`config.mk`:
```
export PLATFORM = sky130hd
export DESIGN_NAME = call_state_table_top
export DESIGN_NICKNAME = d
export VERILOG_FILES = /design/src/hdl/cst_pkg.sv /design/src/hdl/cst_ram.sv /design/src/hdl/call_state_table_top.sv
export SDC_FILE = /design/constraint.sdc
export NUM_CORES = 1
export LEC_CHECK = 0
export BUFFER_PORTS_ARGS = -buffer_cell sky130_fd_sc_hd__buf_2
export CELL_PAD_IN_SITES_DETAIL_PLACEMENT = 0
export CELL_PAD_IN_SITES_GLOBAL_PLACEMENT = 1
export CORE_UTILIZATION = 50
export CTS_CLUSTER_SIZE = 20
export DETAILED_ROUTE_END_ITERATION = 12
export GPL_TIMING_DRIVEN = 0
export PLACE_DENSITY = 0.74
export SYNTH_ARGS = -nofsm -noshare
export SYNTH_HDL_FRONTEND = slang
export SYNTH_SLANG_ARGS = --single-unit
```
`constraint.sdc`:
```
create_clock -name clock -period 2.9 [get_ports clock]
set_input_delay 0.145 -clock clock [delete_from_list [all_inputs] [get_ports clock]]
set_output_delay 0.145 -clock clock [all_outputs]
set_load 0.05 [all_outputs]
```
`src/hdl/cst_pkg.sv`:
```
// ----------------------------------------------------------------------------
// cst_pkg
// Shared types and constants of the call state table: line count, widths,
// line modes, event codes and the layout of one table entry.
// ----------------------------------------------------------------------------
`default_nettype none

package cst_pkg;

   // number of lines and index widths
   localparam int NUM_LINES = 8;
   localparam int LINE_W    = 3;
   localparam int ADDR_W    = $clog2(NUM_LINES);
   localparam int CMD_W     = 2;
   localparam int EVENT_W   = 3;
   localparam int MODE_W    = 3;

   // commands on the request channel
   typedef enum logic [CMD_W-1:0] {
      CMD_CONNECT = 2'd0,
      CMD_ANSWER  = 2'd1,
      CMD_HANGUP  = 2'd2
   } cmd_type;

   // per-line call mode
   typedef enum logic [MODE_W-1:0] {
      MODE_IDLE      = 3'd0,
      MODE_WAITING   = 3'd1,
      MODE_CONNECTED = 3'd2,
      MODE_RINGING   = 3'd3,
      MODE_TALKING   = 3'd4
   } mode_type;

   // event codes on the response channel
   typedef enum logic [EVENT_W-1:0] {
      EV_NONE      = 3'd0,
      EV_RINGING   = 3'd1,
      EV_BUSY      = 3'd2,
      EV_CONNECTED = 3'd3,
      EV_REJECTED  = 3'd4,
      EV_ABANDONED = 3'd5,
      EV_ENDED     = 3'd6
   } event_type;

   // one table entry: mode, partner link and link flag
   typedef struct packed {
      mode_type           mode;
      logic [LINE_W-1:0]  pidx;
      logic               pv;
   } entry_type;

   localparam int ENTRY_W = $bits(entry_type);

endpackage

`default_nettype wire

```
`src/hdl/cst_ram.sv`:
```
// ----------------------------------------------------------------------------
// cst_ram
// Generic single-write, single-read RAM with a registered read port.
// ----------------------------------------------------------------------------
`default_nettype none

module cst_ram #(
   parameter int WIDTH = 8,
   parameter int DEPTH = 8
) (
   input  logic                     clock,
   input  logic                     wr_en,
   input  logic [$clog2(DEPTH)-1:0] wr_addr,
   input  logic [WIDTH-1:0]         wr_data,
   input  logic [$clog2(DEPTH)-1:0] rd_addr,
   output logic [WIDTH-1:0]         rd_data
);

   logic [WIDTH-1:0] mem_ff [DEPTH];
   logic [WIDTH-1:0] rd_data_ff;

   // write port and registered read
   always_ff @(posedge clock) begin
      if (wr_en) begin
         mem_ff[wr_addr] <= wr_data;
      end
      rd_data_ff <= mem_ff[rd_addr];
   end

   assign rd_data = rd_data_ff;

endmodule

`default_nettype wire

```
`src/hdl/call_state_table_top.sv`:
```
// Each accepted request beat runs the caller read (S_RDA), the second read,
// decision and first write (S_RDB) and the second write (S_WR2), then the
// response beat is registered. One command is in flight at a time: the table
// RAM has one read and one write port, so the two reads and two writes of each
// command take turns; a stalled response beat holds the next command in S_WR2.
// Reset clears the sequencer and the per-line valid flags: all lines read idle.
// ----------------------------------------------------------------------------
// call_state_table_top
// Per-line call state and partner link of a small exchange, kept in a RAM
// and updated by a read-modify-write sequencer.
// ----------------------------------------------------------------------------
`default_nettype none

module call_state_table_top (
   input  logic                         clock,
   input  logic                         reset,
   input  logic                         req_valid,
   output logic                         req_ready,
   input  logic [cst_pkg::CMD_W-1:0]    req_command,
   input  logic [cst_pkg::LINE_W-1:0]   req_caller_line,
   input  logic [cst_pkg::LINE_W-1:0]   req_callee_line,
   output logic                         rsp_valid,
   input  logic                         rsp_ready,
   output logic [cst_pkg::EVENT_W-1:0]  rsp_event_res,
   output logic [cst_pkg::LINE_W-1:0]   rsp_line_id,
   output logic [cst_pkg::LINE_W-1:0]   rsp_other_line
);

   import cst_pkg::*;

   typedef enum logic [1:0] {
      S_IDLE,
      S_RDA,
      S_RDB,
      S_WR2
   } state_type;

   state_type          state_ff;
   cmd_type            cmd_ff;
   logic [LINE_W-1:0]  a_ff;
   logic [LINE_W-1:0]  b_ff;
   entry_type          ent_a_ff;
   logic [ADDR_W-1:0]  addr2_ff;
   logic               wr2_en_ff;
   logic [ADDR_W-1:0]  wr2_addr_ff;
   entry_type          wr2_data_ff;
   event_type          ev_ff;
   logic [LINE_W-1:0]  other_ff;
   logic               rsp_valid_ff;
   event_type          rsp_event_ff;
   logic [LINE_W-1:0]  rsp_line_ff;
   logic [LINE_W-1:0]  rsp_other_ff;
   logic               vld_ff [NUM_LINES];

   logic [ADDR_W-1:0]  a_idx;
   logic [ADDR_W-1:0]  addr2_in;
   logic [ADDR_W-1:0]  ram_rd_addr;
   logic [ENTRY_W-1:0] ram_rd_data;
   logic               ram_wr_en;
   logic [ADDR_W-1:0]  ram_wr_addr;
   entry_type          ram_wr_data;
   entry_type          ent_a_rd;
   entry_type          ent_2_rd;
   logic               a_rd_linked;

   // decision outputs
   logic               a_ok;
   logic               b_ok;
   logic               linked;
   logic [LINE_W-1:0]  p_line;
   event_type          ev_in;
   logic [LINE_W-1:0]  other_in;
   logic               wr1_en;
   logic [ADDR_W-1:0]  wr1_addr;
   entry_type          wr1_data;
   logic               wr2_en_in;
   logic [ADDR_W-1:0]  wr2_addr_in;
   entry_type          wr2_data_in;
   logic               rsp_free;

   assign a_idx = a_ff[ADDR_W-1:0];

   // entries never written read as idle and unlinked
   assign ent_a_rd = vld_ff[a_idx] ? entry_type'(ram_rd_data) : '0;
   assign ent_2_rd = vld_ff[addr2_ff] ? entry_type'(ram_rd_data) : '0;

   // second address: callee for connect, linked partner otherwise
   assign a_rd_linked = ent_a_rd.pv && (int'(ent_a_rd.pidx) < NUM_LINES);
   always_comb begin
      if (cmd_ff == CMD_CONNECT) begin
         addr2_in = b_ff[ADDR_W-1:0];
      end else if (a_rd_linked) begin
         addr2_in = ent_a_rd.pidx[ADDR_W-1:0];
      end else begin
         addr2_in = '0;
      end
   end

   // read address: caller on the request beat, second line after that
   assign ram_rd_addr = (state_ff == S_IDLE) ? req_caller_line[ADDR_W-1:0] : addr2_in;

   // command decision on the caller entry and the second entry
   assign a_ok   = int'(a_ff) < NUM_LINES;
   assign b_ok   = int'(b_ff) < NUM_LINES;
   assign linked = ent_a_ff.pv && (int'(ent_a_ff.pidx) < NUM_LINES);
   assign p_line = linked ? ent_a_ff.pidx : '0;

   always_comb begin
      ev_in       = EV_NONE;
      other_in    = '0;
      wr1_en      = 1'b0;
      wr1_addr    = a_idx;
      wr1_data    = '0;
      wr2_en_in   = 1'b0;
      wr2_addr_in = a_idx;
      wr2_data_in = '0;
      if (a_ok) begin
         case (cmd_ff)
            CMD_CONNECT: begin
               if (b_ok && b_ff != a_ff && ent_a_ff.mode == MODE_IDLE) begin
                  other_in = b_ff;
                  if (ent_2_rd.mode == MODE_IDLE) begin
                     ev_in       = EV_RINGING;
                     wr1_en      = 1'b1;
                     wr1_addr    = a_idx;
                     wr1_data    = '{mode: MODE_WAITING, pidx: b_ff, pv: 1'b1};
                     wr2_en_in   = 1'b1;
                     wr2_addr_in = b_ff[ADDR_W-1:0];
                     wr2_data_in = '{mode: MODE_RINGING, pidx: a_ff, pv: 1'b1};
                  end else begin
                     ev_in = EV_BUSY;
                  end
               end
            end
            CMD_ANSWER: begin
               if (ent_a_ff.mode == MODE_RINGING && linked) begin
                  ev_in       = EV_CONNECTED;
                  other_in    = p_line;
                  wr1_en      = 1'b1;
                  wr1_addr    = a_idx;
                  wr1_data    = '{mode: MODE_TALKING, pidx: ent_a_ff.pidx, pv: ent_a_ff.pv};
                  wr2_en_in   = 1'b1;
                  wr2_addr_in = p_line[ADDR_W-1:0];
                  wr2_data_in = '{mode: MODE_CONNECTED, pidx: ent_2_rd.pidx,
                                  pv: ent_2_rd.pv};
               end
            end
            CMD_HANGUP: begin
               if (ent_a_ff.mode == MODE_WAITING || ent_a_ff.mode == MODE_RINGING ||
                   ent_a_ff.mode == MODE_CONNECTED || ent_a_ff.mode == MODE_TALKING) begin
                  if (linked) begin
                     if (ent_a_ff.mode == MODE_RINGING) begin
                        ev_in = EV_REJECTED;
                     end else if (ent_a_ff.mode == MODE_WAITING) begin
                        ev_in = EV_ABANDONED;
                     end else begin
                        ev_in = EV_ENDED;
                     end
                     other_in = p_line;
                     // partner goes idle first, then the caller
                     wr1_en   = 1'b1;
                     wr1_addr = p_line[ADDR_W-1:0];
                     wr1_data = '0;
                  end
                  wr2_en_in   = 1'b1;
                  wr2_addr_in = a_idx;
                  wr2_data_in = '0;
               end
            end
            default: begin
               ev_in = EV_NONE;
            end
         endcase
      end
   end

   // table write port: first write while deciding, second in the cycle after
   always_comb begin
      ram_wr_en   = 1'b0;
      ram_wr_addr = wr1_addr;
      ram_wr_data = wr1_data;
      if (state_ff == S_RDB) begin
         ram_wr_en = wr1_en;
      end else if (state_ff == S_WR2) begin
         ram_wr_en   = wr2_en_ff;
         ram_wr_addr = wr2_addr_ff;
         ram_wr_data = wr2_data_ff;
      end
   end

   cst_ram #(
      .WIDTH (ENTRY_W),
      .DEPTH (NUM_LINES)
   ) u_table (
      .clock   (clock),
      .wr_en   (ram_wr_en),
      .wr_addr (ram_wr_addr),
      .wr_data (ram_wr_data),
      .rd_addr (ram_rd_addr),
      .rd_data (ram_rd_data)
   );

   assign rsp_free = !rsp_valid_ff || rsp_ready;

   // sequencer, held operands and response register
   always_ff @(posedge clock) begin
      if (reset) begin
         state_ff     <= S_IDLE;
         rsp_valid_ff <= 1'b0;
         wr2_en_ff    <= 1'b0;
         for (int i = 0; i < NUM_LINES; i++) begin
            vld_ff[i] <= 1'b0;
         end
      end else begin
         if (rsp_valid_ff && rsp_ready) begin
            rsp_valid_ff <= 1'b0;
         end
         if (ram_wr_en) begin
            vld_ff[ram_wr_addr] <= 1'b1;
         end
         unique case (state_ff)
            S_IDLE: begin
               if (req_valid) begin
                  cmd_ff   <= cmd_type'(req_command);
                  a_ff     <= req_caller_line;
                  b_ff     <= req_callee_line;
                  state_ff <= S_RDA;
               end
            end
            S_RDA: begin
               ent_a_ff <= ent_a_rd;
               addr2_ff <= addr2_in;
               state_ff <= S_RDB;
            end
            S_RDB: begin
               ev_ff       <= ev_in;
               other_ff    <= other_in;
               wr2_en_ff   <= wr2_en_in;
               wr2_addr_ff <= wr2_addr_in;
               wr2_data_ff <= wr2_data_in;
               state_ff    <= S_WR2;
            end
            S_WR2: begin
               // the second write repeats harmlessly while the response waits
               if (rsp_free) begin
                  rsp_valid_ff <= 1'b1;
                  rsp_event_ff <= ev_ff;
                  rsp_line_ff  <= a_ff;
                  rsp_other_ff <= other_ff;
                  wr2_en_ff    <= 1'b0;
                  state_ff     <= S_IDLE;
               end
            end
            default: begin
               state_ff <= S_IDLE;
            end
         endcase
      end
   end

   assign req_ready      = (state_ff == S_IDLE);
   assign rsp_valid      = rsp_valid_ff;
   assign rsp_event_res  = rsp_event_ff;
   assign rsp_line_id    = rsp_line_ff;
   assign rsp_other_line = rsp_other_ff;

endmodule

`default_nettype wire

```
======== Word-level counts from Yosys, hierarchy flattened ========
Memory sizes are Yosys's and may differ from the RTL's. A register that Yosys moved wholly into a read port is not among the register bits.
Cells that the tools add are included.
word-level totals
  logic and storage cells ................. 121
  output and inout bits ................... 11
  memories kept ........................... 2
  bits in registers ....................... 47
  RAM bits ................................ 64
  input port bits ......................... 12
cells by class
  bitwise logic cells ..................... 1
  equal/unequal tests ..................... 12
  reductions and logical operators ........ 20
  muxes and demuxes ....................... 67
memory list
  name            words  bits a word  read ports  clocked after memory_dff  wr ports  RTL line                    text
  u_table.mem_ff  8      7            1           1                         1         cst_ram.sv:19               logic [WIDTH-1:0] mem_ff [DEPTH];
  vld_ff          8      1            2           2                         8         call_state_table_top.sv:53  logic vld_ff [NUM_LINES];
operators with widths
  operator            number
  $mux 3              21
  $mux 7              4
  $pmux 7 s2          2
  $mux 1              20
  $mux 6              3
  $pmux 3 s3          2
  $mux 2              7
  $mux 5              2
  $pmux 2 s4          1
  $reduce_and 2->1    4
  $eq 2x2->1 const B  3
  $eq 3x2->1 const B  2
  $logic_not 3->1     2
  $pmux 1 s3          2
  $pmux 3 s2          1
  $reduce_and 3->1    2
  $eq 2x1->1 const B  2
  $logic_not 2->1     2
  $logic_or 1x1->1    4
  $mux 4              1
  $ne 2x2->1 const B  2
  $eq 3x1->1 const B  1
  $eq 3x3->1 const B  1
  $logic_and 1x1->1   3
  other kinds (6)     6

======== Depth between registers and ports, before layout ========
  word-level depth ........................ 12
  gate-level depth with buffers ........... 10
  depth with buffers taken out ............ 8

======== By module ========
A second synthesis with hierarchy kept.
second synthesis, totals
  cell total of the unflattened synthesis .. 329
  area total of the unflattened synthesis .. 5,200.0 sq um
by module, submodules not included
  module                cells an instance  seq. area each (sq um)  times used  area each (sq um)
  call_state_table_top  228                1,621.6                 1           2,834.0
  cst_ram               101                1,821.7                 1           2,366.0

======== Worst setup path before layout ========
Ideal clock, no wire load.
  path type ............................... register to register
  start point ............................. reg with a tool-made name
  end point ............................... mem u_table.mem_ff[6][0] (netlist name), enable pin
  required time ........................... 2.540 ns
  setup time .............................. 0.360 ns
  period minus slack after synthesis ...... 2.645 ns
  setup slack ............................. 0.255 ns
  path buffers ............................ 0
  arrival time ............................ 2.285 ns
  cell stages (with the launch flop) ...... 7
  cells stage by stage .................... dfxtp_1 mux4_2 mux2_2 a21boi_1 a211oi_1 or3b_2 nor2_1
RTL lines
  item              RTL line
  end: declaration  cst_ram.sv:19

======== Final worst setup path ========
  start point ............................. reg ent_a_ff[4] (netlist name)
  end point ............................... mem u_table.mem_ff[2][3] (netlist name), enable pin
between the ends
  longest elaborated chain between the ends .. 9
  elaborated cells between the ends (all ways) .. 21
  those cells by class .................... eq/ne: 4; mux: 11; reduce/logical: 6
RTL lines
  item                                      RTL line                                                  text
  start: declaration                        call_state_table_top.sv:42                                entry_type ent_a_ff;
  start signal: assignment                  call_state_table_top.sv:231                               ent_a_ff <= ent_a_rd;
  $eq 3x1->1 or $eq 3x2->1 (tied branches)  call_state_table_top.sv:149, call_state_table_top.sv:136
  $logic_or 1x1->1 (2 in series)            call_state_table_top.sv:149                               if (ent_a_ff.mode == MODE_WAITING || ent_a_ff.mode == MODE_RINGING ||
  $logic_or 1x1->1                          call_state_table_top.sv:150                               ent_a_ff.mode == MODE_CONNECTED || ent_a_ff.mode == MODE_TALKING) begin
  $mux 1                                    call_state_table_top.sv:149
  $pmux 1 s3                                call_state_table_top.sv:118                               case (cmd_ff)
  $mux 1                                    call_state_table_top.sv:182                               if (state_ff == S_RDB) begin
  $mux 1                                    cst_ram.sv:24                                             if (wr_en) begin
  $mux 1 (not written as such)              cst_ram.sv:25                                             mem_ff[wr_addr] <= wr_data;
Parallel ways exist; a longest one is shown, timed or not.

==> results.md <==
* Status: complete, no violations
* Largest net degree at the start of global routing at 17
* Global-route wire length before repair at 19500 um
* Fin crit share at 0.949
* GR Util All Layers at 0.246
* Post-synthesis sequential area ratio at 0.648
* Chip width at between 100 and 150 um
* Sink Count at ~120
* Worst EP required at slightly above 3 ns
* # setup viols final at 0
* Drt wl/cell at around 21 um
* Pre-Repair DR Iteration Count at 7
* Post-synth ARST share at 0
* WL final at 12800 um
* Ant. Diodes at 0
* Worst Max-Slew Pin Slew at 0.825 ns
* # fillers at 805
* Die ar. at about 11000 um2
* Buffers on Ports at 21
* Post-synth EDFFs at 98
* RSZ-0062 raised after global routing: no
* Post-Route Skew at between 0.006 and 0.007 ns
* CP startpoint kind: register
* I/O pin cnt at 23
* Post-Syn Area at between 5000 and 6000 um2
* GR Overflow Total at 0
* Total negative slack at 0 ns
* Critical path endpoint category: register
* Core ar. at a little over 10000 um2
* Max clock buf depth at 2
* Power Dens Cells at roughly 910 nW/um2
* Die height at ~110 um
* Vias in the first global route at roughly 3500
* Final worst setup slack at approximately 0.15 ns
* Area delta synth->final at 21.0%
* Clock Pin Slew Worst Setup and Hold Paths at about 0.06 ns
* Final net count at 482
* Synth Register Bits at 123
* Achievable clock frequency at 0.363 GHz
* Initial DRC count at 266
* Placed cell count at 571
* Initial Utilization at 0.515
* DRC Markers at 0
* Clk_lat worst skew at ~0.54 ns
* FP Rows at 37
* Gpl congestion at around 0.85
* Relative slew slack at 0.448
* Root Driver: clkbuf_8
* Utilization after layout at 0.623
* Pre-CTS setup slack at -0.705 ns
* Initial antenna violation count at 0
* CTS buffer count at 17
* Critical path arrival at slightly below 3 ns
* CTS tree: yes
* Worst-path fanout max at 7
* Syn. warnings at 0
* Most frequent cells in the layout: edfxtp_1, inv_1, o21ai_0
* P_leak at between 2 and 2.5 nW
* Syn Area/Cell at roughly 13 um2
* Synthesized Nets at 430
* DR vias/cell at about 6
* H-tree depth at 4
* Post-DP HPWL at approximately 8700 um
* Setup CP Type: reg -> reg
* Worst-case vdd ir drop at between 0.0004 and 0.0005 V
* Cell variety after synth at 56
* Period minus WS final at roughly 2.8 ns
* Cells after Synth at about 410
* Antenna viol nets, final at 0
* Ratio of cells with drive above 1 in the final layout at 0.207
* Maxcap violations at 0
* Main synth FF type: edfxtp_1
* Max Slew Vio Count at 0
* Commonest non-fill, non-tap cell in the layout: edfxtp_1
* Hold Fails Final Rpt at 0
* Hold Crit Class: in -> reg
* Routed vias at roughly 3700
* Final cell count without fillers at about 600
metrics by stage:
stage / total power [mW] / hold slack [ns] / cell area (um2)
floorplan: 3.27 / 0.244 / 5320
global placement: 3.71 / 0.321 / 5590
detailed placement: 3.74 / 0.325 / 5600
CTS: 5.78 / 0.0762 / 6380
global route: 6.04 / 0.101 / 6430
finish: 5.82 / 0.0883 / 6430
layout make-up:
type,count,area (um2),share of cell area
Sequential cell,123,3440,0.535
Multi-Input combinational cell,238,1790,0.278
Clock buffer,21,449,0.0698
Timing Repair Buffer,33,243,0.0377
Tap cell,136,170,0.0265
Inverter,36,135,0.0210
Clock inverter,11,120,0.0187
Buffer,17,83.8,0.0130
sequential cells by signal, summed over array words and instances (netlist names), named ones only:
| name | flops |
|---|---|
| ev_ff | 3 |
| ent_a_ff | 6 |
| rsp_valid | 1 |
| state_ff | 2 |
| a_ff | 3 |
| wr2_addr_ff | 3 |
| vld_ff | 8 |
| wr2_en_ff | 1 |
| addr2_ff | 3 |
| wr2_data_ff | 6 |
| u_table.rd_data | 7 |
| cmd_ff | 2 |
| other_ff | 3 |
| u_table.mem_ff | 56 |
| rsp_line_id | 3 |
| linked | 1 |
| rsp_other_line | 3 |
| rsp_event_res | 3 |
| b_ff | 3 |
power by group:
part	internal [mW]	switching, mW	total (mW)	leakage [nW]
registers	2.16	0.157	2.32	1.10
clock network	1.26	0.766	2.03	0.264
logic	0.487	0.994	1.48	0.915
total	3.91	1.92	5.82	2.28
cells in the mapped netlist, types with 7 or more instances:
library cell | instances | area, um2
and3_1 | 8 | 50.1
o2111ai_1 | 22 | 193
nor2_1 | 22 | 82.6
dfxtp_1 | 25 | 500
clkbuf_1 | 13 | 48.8
nor2b_1 | 8 | 50.1
edfxtp_1 | 98 | 2940
nand2_1 | 20 | 75.1
o21ai_0 | 28 | 140
mux2_2 | 7 | 78.8
inv_1 | 36 | 135
nor3b_1 | 8 | 60.1
path summary, 6_finish.rpt:
path / startpoint / to / slack (ns) / depth (start not counted)
worst min register to register: ev_ff[2] / rsp_event_res[2] / 0.42 / 0
worst min-delay path: req_valid / register / 0.09 / 3
worst max register to register: ent_a_ff[4] / u_table.mem_ff[2][3] / 0.15 / 7
worst max-delay path: ent_a_ff[4] / u_table.mem_ff[2][3] / 0.15 / 7
per-layer routing:
layer	global-route usage	part of all wire	vias to the layer above
li1	-	-	1699
met1	0.356	0.46	1831
met3	0.0599	0.067	22
met5	0	0	-
met4	0.0895	0.019	0
met2	0.359	0.45	133
worst max-delay path, cell delays in order, from the launching register on:
cell	delay [ns]
edfxtp_1	0.49
or3_1	0.47
nand3_1	0.16
inv_1	0.07
a21oi_1	0.25
a21oi_4	0.14
or3_1	0.51
nor2_4	0.32
cell families (layout without fill, tap and decap cells):
logic type	Yosys count	after routing	share of synthesized area
simple gates	111	111	0.119
mux	14	14	0.0336
buf+inv	53	118	0.0407
fa+ha+maj	4	4	0.00941
compound gates	106	106	0.145
flops	123	123	0.648
xor+xnor	3	3	0.00494
timing repair:
| action | CTS | global route |
|---|---|---|
| gates resized for setup | 19 | 13 |
| buffers inserted | 3 | 0 |
| hold buffers | 9 | 0 |
| pin swaps | 2 | 3 |
| setup endpoints to repair | 83 | 61 |
| hold endpoints to repair | 13 | 0 |
Power figures use the tool's default switching activity.
